## src/sv/btpc_pkg.sv

```systemverilog
// ----------------------------------------------------------------------------
// btpc_pkg
// Types and constants of the barometric temperature and pressure compensation.
// ----------------------------------------------------------------------------
package btpc_pkg;

    localparam int unsigned QUEUE_DEPTH = 4;
    localparam int unsigned DIV_STEPS   = 64;

    localparam int unsigned CFG_IDX_W = 8;
    typedef logic [CFG_IDX_W-1:0] t_cfg_idx;
    localparam t_cfg_idx CFG_TEMP_COEFFS    = 8'd0;
    localparam t_cfg_idx CFG_PRESS_COEFFS_A = 8'd1;
    localparam t_cfg_idx CFG_PRESS_COEFFS_B = 8'd2;
    localparam t_cfg_idx CFG_PRESS_COEFF_9  = 8'd3;

    localparam logic [33:0] TFINE_OFFSET = 34'd128000;
    localparam logic [20:0] PRESS_BASE   = 21'd1048576;
    localparam logic [11:0] PRESS_SCALE  = 12'd3125;
    localparam logic [63:0] HALF_ONE_47  = 64'h0000_8000_0000_0000;

    typedef struct packed {
        logic        [15:0] t1;
        logic signed [15:0] t2;
        logic signed [15:0] t3;
        logic        [15:0] p1;
        logic signed [15:0] p2;
        logic signed [15:0] p3;
        logic signed [15:0] p4;
        logic signed [15:0] p5;
        logic signed [15:0] p6;
        logic signed [15:0] p7;
        logic signed [15:0] p8;
        logic signed [15:0] p9;
    } t_coeffs;

    // one entry handed from the front part to the divider side
    typedef struct packed {
        logic signed [31:0] fine;
        logic signed [31:0] cent;
        logic        [63:0] num;
        logic        [63:0] den;
    } t_front_rec;

    typedef struct packed {
        logic full;
        logic empty;
    } t_q_stat;

    typedef struct packed {
        logic        [63:0] rem;
        logic        [63:0] quo;
        logic        [63:0] dsr;
        logic               neg;
        logic               ok;
        logic signed [31:0] fine;
        logic signed [31:0] cent;
    } t_div_st;

endpackage

```

## src/sv/btpc_queue.sv

```systemverilog
// ----------------------------------------------------------------------------
// btpc_queue
// Short queue between the front pipeline and the divider side.
// ----------------------------------------------------------------------------
module btpc_queue import btpc_pkg::*; #(
    parameter int unsigned DEPTH = QUEUE_DEPTH
) (
    input  logic       i_clk,
    input  logic       i_rst_n,
    input  logic       i_push,
    input  t_front_rec i_rec,
    input  logic       i_pop,
    output t_front_rec o_rec,
    output t_q_stat    o_stat
);

    localparam int unsigned AW = (DEPTH > 1) ? $clog2(DEPTH) : 1;
    localparam int unsigned CW = $clog2(DEPTH + 1);
    localparam logic [CW-1:0] FULL_CNT = CW'(DEPTH);
    localparam logic [AW-1:0] LAST_PTR = AW'(DEPTH - 1);

    t_front_rec    r_mem [DEPTH];
    logic [AW-1:0] r_wr, r_rd;
    logic [CW-1:0] r_cnt;

    assign o_rec        = r_mem[r_rd];
    assign o_stat.full  = (r_cnt == FULL_CNT);
    assign o_stat.empty = (r_cnt == '0);

    always_ff @(posedge i_clk) begin
        if (!i_rst_n) begin
            r_wr  <= '0;
            r_rd  <= '0;
            r_cnt <= '0;
        end else begin
            if (i_push) begin
                r_wr <= (r_wr == LAST_PTR) ? '0 : r_wr + 1'b1;
            end
            if (i_pop) begin
                r_rd <= (r_rd == LAST_PTR) ? '0 : r_rd + 1'b1;
            end
            priority if (i_push && !i_pop) begin
                r_cnt <= r_cnt + 1'b1;
            end else if (i_pop && !i_push) begin
                r_cnt <= r_cnt - 1'b1;
            end
        end
    end

    always_ff @(posedge i_clk) begin
        if (i_push) begin
            r_mem[r_wr] <= i_rec;
        end
    end

endmodule

```

## config.mk

```make
export PLATFORM = sky130hd
export DESIGN_NAME = btpc_queue
export DESIGN_NICKNAME = d
export VERILOG_FILES = /design/src/sv/btpc_pkg.sv /design/src/sv/btpc_queue.sv
export SDC_FILE = /design/constraint.sdc
export NUM_CORES = 1
export LEC_CHECK = 0
export ABC_AREA = 1
export BUFFER_PORTS_ARGS = -buffer_cell sky130_fd_sc_hd__buf_2
export CELL_PAD_IN_SITES_DETAIL_PLACEMENT = 1
export CELL_PAD_IN_SITES_GLOBAL_PLACEMENT = 1
export CORE_MARGIN = 5
export CORE_UTILIZATION = 42
export DETAILED_ROUTE_END_ITERATION = 16
export GPL_TIMING_DRIVEN = 0
export MAX_ROUTING_LAYER = met4
export PLACE_DENSITY_LB_ADDON = 0.1
export SKIP_CTS_REPAIR_TIMING = 1
export SKIP_LAST_GASP = 1
export SLEW_MARGIN = 40
export SYNTH_ARGS = -nofsm -noshare
export SYNTH_HDL_FRONTEND = slang
export SYNTH_SLANG_ARGS = --single-unit
export TNS_END_PERCENT = 10
```

## constraint.sdc

```tcl
create_clock -name i_clk -period 16.7 [get_ports i_clk]
set_clock_uncertainty 0.2 [all_clocks]
set_input_delay 5.01 -clock i_clk [delete_from_list [all_inputs] [get_ports i_clk]]
set_output_delay 5.01 -clock i_clk [all_outputs]
set_load 0.02 [all_outputs]
```

# Word-level counts from Yosys, hierarchy flattened
# Memory sizes are Yosys's and may differ from the RTL's. A register that Yosys moved wholly into a read port is not among the register bits.
# Cells that the tools add are included.
[op_classes]
addsub = 4
eq_ne = 3
muxes = 8
n_reduce_logical = 6
[ops]
columns = ["op", "count"]
rows = [
  ["2-to-1 mux 2 bit", 4],
  ["2-to-1 mux 3 bit", 2],
  ["adder 2 x 1 -> 2 bit, second input constant", 2],
  ["== test 2 bit, second input constant", 2],
  ["adder 3 x 1 -> 3 bit, second input constant", 1],
  ["== test 3 bit, second input constant", 1],
  ["zero test 3 bit", 1],
  ["subtractor 3 x 1 -> 3 bit, second input constant", 1],
  ["logical AND 1 bit", 2],
  ["zero test 1 bit", 2],
  ["2-to-1 mux 1 bit", 2],
  ["nonzero test 2 bit", 1],
]
[word_totals]
register_bits = 7
mem_bits_rw = 768
in_bits = 196
out_inout_bits = 194
elab_cells = 25
memories = 1
[mem_list]
columns = ["name", "depth", "word_bits", "read_ports", "rd_ports_with_merged_regs", "wr", "line_no", "rtl"]
rows = [
  ["r_mem", 4, 192, 1, 1, 1, "btpc_queue.sv:22", "t_front_rec r_mem [DEPTH];"],
]

# Longest topological paths before layout
[depth]
depth_word = 4
ltp_mapped = 10
depth_no_buf = 10

# Worst setup path before layout
# OpenSTA, ideal clock, no wires.
[synth_path]
path_kind = "input port to flip-flop"
startpoint = "in i_push"
endpoint = "mem r_mem[3][0] in the netlist's numbering, enable pin"
setup_time_ps = 544
arrival_time_ps = 8735
required_time_ps = 15956
setup_slack_ps = 7221
path_stages = 2
path_cell_list = "nand2_1 > inv_1"
[synth_between]
elab_chain_len = 2
[synth_lines]
columns = ["item", "line_no", "rtl"]
rows = [
  ["start: declaration", "btpc_queue.sv:10", "input logic i_push,"],
  ["2-to-1 mux 1 bit", "btpc_queue.sv:51", "if (i_push) begin"],
  ["2-to-1 mux 1 bit (not written as such)", "btpc_queue.sv:52", "r_mem[r_wr] <= i_rec;"],
  ["end: declaration", "btpc_queue.sv:22", ""],
]
# Every way passes these cells.

==> summary by stage <==
STA
The headroom to the max-slew limit is 0.596. Setup violations remaining at the end of the flow were counted as 0. Once routing completed, OpenROAD measured the worst setup slack at 8.79 ns. In the finished design, the share of the clock period the worst path needs comes to 0.474. At the pin with the least slew margin, the transition time is 0.606 ns. The post-layout minimum cycle time is 7.91 ns. Setup repair after global routing left no endpoint under its margin.

Setup total negative slack on the finished layout was measured at 0 ns. The top achievable clock speed is 0.126 GHz. The max-slew violation total from the final report came to 0. The number of hold violations in the final report is 0.

Critical path
At the worst endpoint, the arrival time is 2.70 ns. The kind of cell with the highest combined delay on the critical path is buffers and inverters. The maximum fanout along the worst path is 10. The worst setup path is captured at an output pin. The largest individual stage delay along the critical path comes from the cell sky130_fd_sc_hd__buf_2. The largest incremental delay on the critical path is 0.44 ns. In this design, the critical path's most frequently occurring cell is sky130_fd_sc_hd__buf_2. The number of buffer and inverter instances along the worst setup path is 4. The element type at the critical path start is a flip-flop. The worst endpoint required time is 11.49 ns. Traced cell by cell, the critical path runs through buf_6, buf_2, clkbuf_2, o21ai_0, o22ai_1, buf_2.

The start-to-end type of the worst setup path is reg -> out.

Synth
Of the synthesized area, sequential elements account for 0.803. Synthesis produced 1916 cells. The combinational family with the most area after synthesis is compound AO/OA/AOI/OAI gates. The post-synthesis adder-cell area fraction is 0.00329.

The area fraction in compound gates after synthesis is 0.109. In this run, synthesis produced a sequential element count of 777. By area the synthesized netlist is led by sky130_fd_sc_hd__edfxtp_1 (80%), sky130_fd_sc_hd__nor2_1 (5.1%), sky130_fd_sc_hd__o21ai_0 (4.7%), sky130_fd_sc_hd__o22ai_1 (4.2%), sky130_fd_sc_hd__o21ai_1 (2.0%). The number of warnings printed during yosys synthesis is 0. The post-synthesis cell area is 0.0289 mm2. The share of the synthesized area in the top cell type is 0.797.

Averaged over all synthesized cells, the footprint is 15.1 um2. Of the post-synthesis cell area, the part taken by muxes is 0. The synthesized-area fraction occupied by and/or/nand/nor cells is 0.0530.

The xor/xnor cell area share of the yosys netlist is 0.000303. The number of nets handed over by synthesis was 2119. The count of cell types in the netlist is 22. The largest area contributor in the netlist is sky130_fd_sc_hd__edfxtp_1.

Layout
The area overhead of the layout relative to synthesis is 21.1%. The total area of sequential cells is 0.0232 mm2. Fill cells in the final layout number 6818. The fraction of final layout cells sized beyond drive strength 1 is 0.241. The number of nets in the layout is 2605. Summing all multi-input logic gate instances after layout gives 0.00479 mm2.

Clock tree
Counting every sink on the clock net gives 777. The clock tree buffer depth is 3. The latest clock arrival within the worst-skew pair is 0.59 ns. The cell at the root of the clock tree is sky130_fd_sc_hd__clkbuf_16.

The CTS H-tree depth is 3. After clock tree synthesis, the clock-pin slew on the worst setup and hold paths is 0.06 ns. TritonCTS built the clock tree. The CTS buffer count is 81.

Power
The power per cell area is 129 mW/mm2. Overall power consumption after layout is estimated at 4.52 mW. The analysis attributes to cell leakage a power of 12.3 nW.

Across the VDD grid, the largest voltage drop is 0.0889 mV.

Die
The placeable core region is 0.0685 mm2. Row generation in the floorplan step produced 96 rows. The die outline height is 272 um. The floorplan step defined a die boundary enclosing 0.0742 mm2. The effective utilization at floorplan is 0.423. The floorplan step set the die width to 272 um. 390 I/O pins were placed.

GRT
In the global route stage, overall resource usage came out at 0.225. The initial antenna violation count is 28. Entering global routing, the biggest net connects 61 pins.

The wire length of the first global-routing pass is 123000 um. The total global routing overflow is 0. The number of global-route vias before repair is 19414.

Drt
The wire length per cell is 24.8 um. The detailed-route vias per instance is 5.40. The first TritonRoute pass finished after 6 iterations. The final routed DRC violation total is 0. The detailed-route via count is 18226. The number of nets still failing antenna checks after routing is 0. The first routing iteration left 1114 violations.

The routed wire length is 83700 um.

Placed design
The final weighted congestion in routability-driven placement is 0.752. The wire-length estimate of the detail-placed layout is 52900 um. The placement-stage worst setup slack is 9.35 ns.

Input and output buffers added on the ports amount to 389.

Flow run
Across the run, the number of max-cap violations was 0.

Outcome
The flow ran to the end, and the final reports show no timing, DRC or antenna violations.

Worst hold path
The path class of the tightest hold or removal check is reg -> reg.
## synth_stat cells
| cell | number |
|---|---|
| sky130_fd_sc_hd__edfxtp_1 | 768 |
| sky130_fd_sc_hd__nor2_1 | 392 |
| sky130_fd_sc_hd__o21ai_0 | 271 |
| sky130_fd_sc_hd__o22ai_1 | 192 |
| sky130_fd_sc_hd__o21ai_1 | 116 |
| sky130_fd_sc_hd__clkbuf_1 | 50 |
| sky130_fd_sc_hd__buf_6 | 33 |
| sky130_fd_sc_hd__buf_2 | 23 |
| sky130_fd_sc_hd__inv_1 | 15 |
| sky130_fd_sc_hd__clkbuf_2 | 10 |
| sky130_fd_sc_hd__dfxtp_1 | 9 |
| sky130_fd_sc_hd__buf_4 | 8 |
| sky130_fd_sc_hd__nand2_1 | 8 |
| sky130_fd_sc_hd__ha_1 | 6 |
| sky130_fd_sc_hd__nor3_1 | 4 |
| sky130_fd_sc_hd__a21oi_1 | 3 |
| sky130_fd_sc_hd__buf_8 | 3 |
| sky130_fd_sc_hd__fa_1 | 1 |
| sky130_fd_sc_hd__inv_8 | 1 |
| sky130_fd_sc_hd__nand3_1 | 1 |
| sky130_fd_sc_hd__nand4_1 | 1 |
| sky130_fd_sc_hd__xor2_1 | 1 |
## cell type report
type,instances,area share
sequential,777,0.664
multi-input combinational,996,0.137
timing repair buffer,403,0.0666
clock buffer,98,0.0621
tap,882,0.0315
buffer,127,0.0237
clock inverter,50,0.0110
inverter,16,0.00279
antenna,27,0.00193
## path summary, 6_finish.rpt
check,slack [ns],from,endpoint,cells past startpoint
hold reg to reg,0.36,r_cnt[1]$_SDFFE_PN0P_,r_cnt[1]$_SDFFE_PN0P_,2
hold / removal,0.36,r_cnt[1]$_SDFFE_PN0P_,r_cnt[1]$_SDFFE_PN0P_,2
setup reg to reg,14.05,r_wr[0]$_SDFFE_PN0P_,r_mem[3][81]$_DFFE_PP_,6
setup / recovery,8.79,flip-flop,o_rec[133],6
## cells in the final DEF (no fill, tap or decap), types with 27 or more instances in the layout
| cell | Yosys | routed |
|---|---|---|
| sky130_fd_sc_hd__buf_2 | 23 | 412 |
| sky130_fd_sc_hd__buf_6 | 33 | 33 |
| sky130_fd_sc_hd__clkbuf_1 | 50 | 62 |
| sky130_fd_sc_hd__clkbuf_16 | 0 | 84 |
| sky130_fd_sc_hd__clkinv_1 | 0 | 27 |
| sky130_fd_sc_hd__diode_2 | 0 | 27 |
| sky130_fd_sc_hd__edfxtp_1 | 768 | 768 |
| sky130_fd_sc_hd__nor2_1 | 392 | 392 |
| sky130_fd_sc_hd__o21ai_0 | 271 | 271 |
| sky130_fd_sc_hd__o21ai_1 | 116 | 116 |
| sky130_fd_sc_hd__o22ai_1 | 192 | 192 |
## report_power, final
group          internal, mW  total, mW  switching (mW)  leakage, nW
Sequential             2.23       2.25          0.0187         7.13
Combinational         0.155      0.532           0.377         3.87
Clock                  1.02       1.74           0.724         1.26
## worst register-to-register path, delay by kind of cell (launching register included)
kind / cells / cell delay, ns
buffers and inverters: 4 / 1.29
DFF: 1 / 0.41
adders and majority gates: 1 / 0.20
and+or+nand+nor: 1 / 0.14
## kinds of logic (layout without fill, tap and decap cells)
| logic type | Yosys count | after routing |
|---|---|---|
| AOI/OAI and AO/OA | 582 | 582 |
| other | 0 | 27 |
| buffers and inverters | 143 | 694 |
| and+or+nand+nor | 406 | 406 |
| xor gates and xnor gates | 1 | 1 |
| adders and majority gates | 7 | 7 |
| DFF | 777 | 777 |
## state kept, by name, indices dropped and copies added, names as in the netlist, named ones only
signal  flops
r_mem     768
r_cnt       3
r_rd        2
r_wr        2
## metrics by stage
| stage | hold slack [ns] | cells | utilization | instance area (um2) |
|---|---|---|---|---|
| after detailed placement | 0.351 | 3201 | 0.473 | 32400 |
| after floorplan | 0.290 | 1916 | - | 28900 |
| after global routing | 0.378 | 3374 | 0.511 | 35000 |
| final | 0.358 | 3376 | 0.512 | 35000 |
| after CTS | 0.360 | 3349 | 0.511 | 35000 |
| after global placement | 0.308 | 3187 | 0.467 | 32000 |
## layer usage
| layer | vias to the layer above | GRT usage | share of wire |
|---|---|---|---|
| li1 | 8318 | - | - |
| met5 | - | - | 0 |
| met2 | 485 | 0.376 | 0.51 |
| met4 | 0 | 0.0640 | 0.021 |
| met3 | 117 | 0.0541 | 0.064 |
| met1 | 9306 | 0.276 | 0.41 |
No activity file was read; power rests on OpenSTA's default activity.
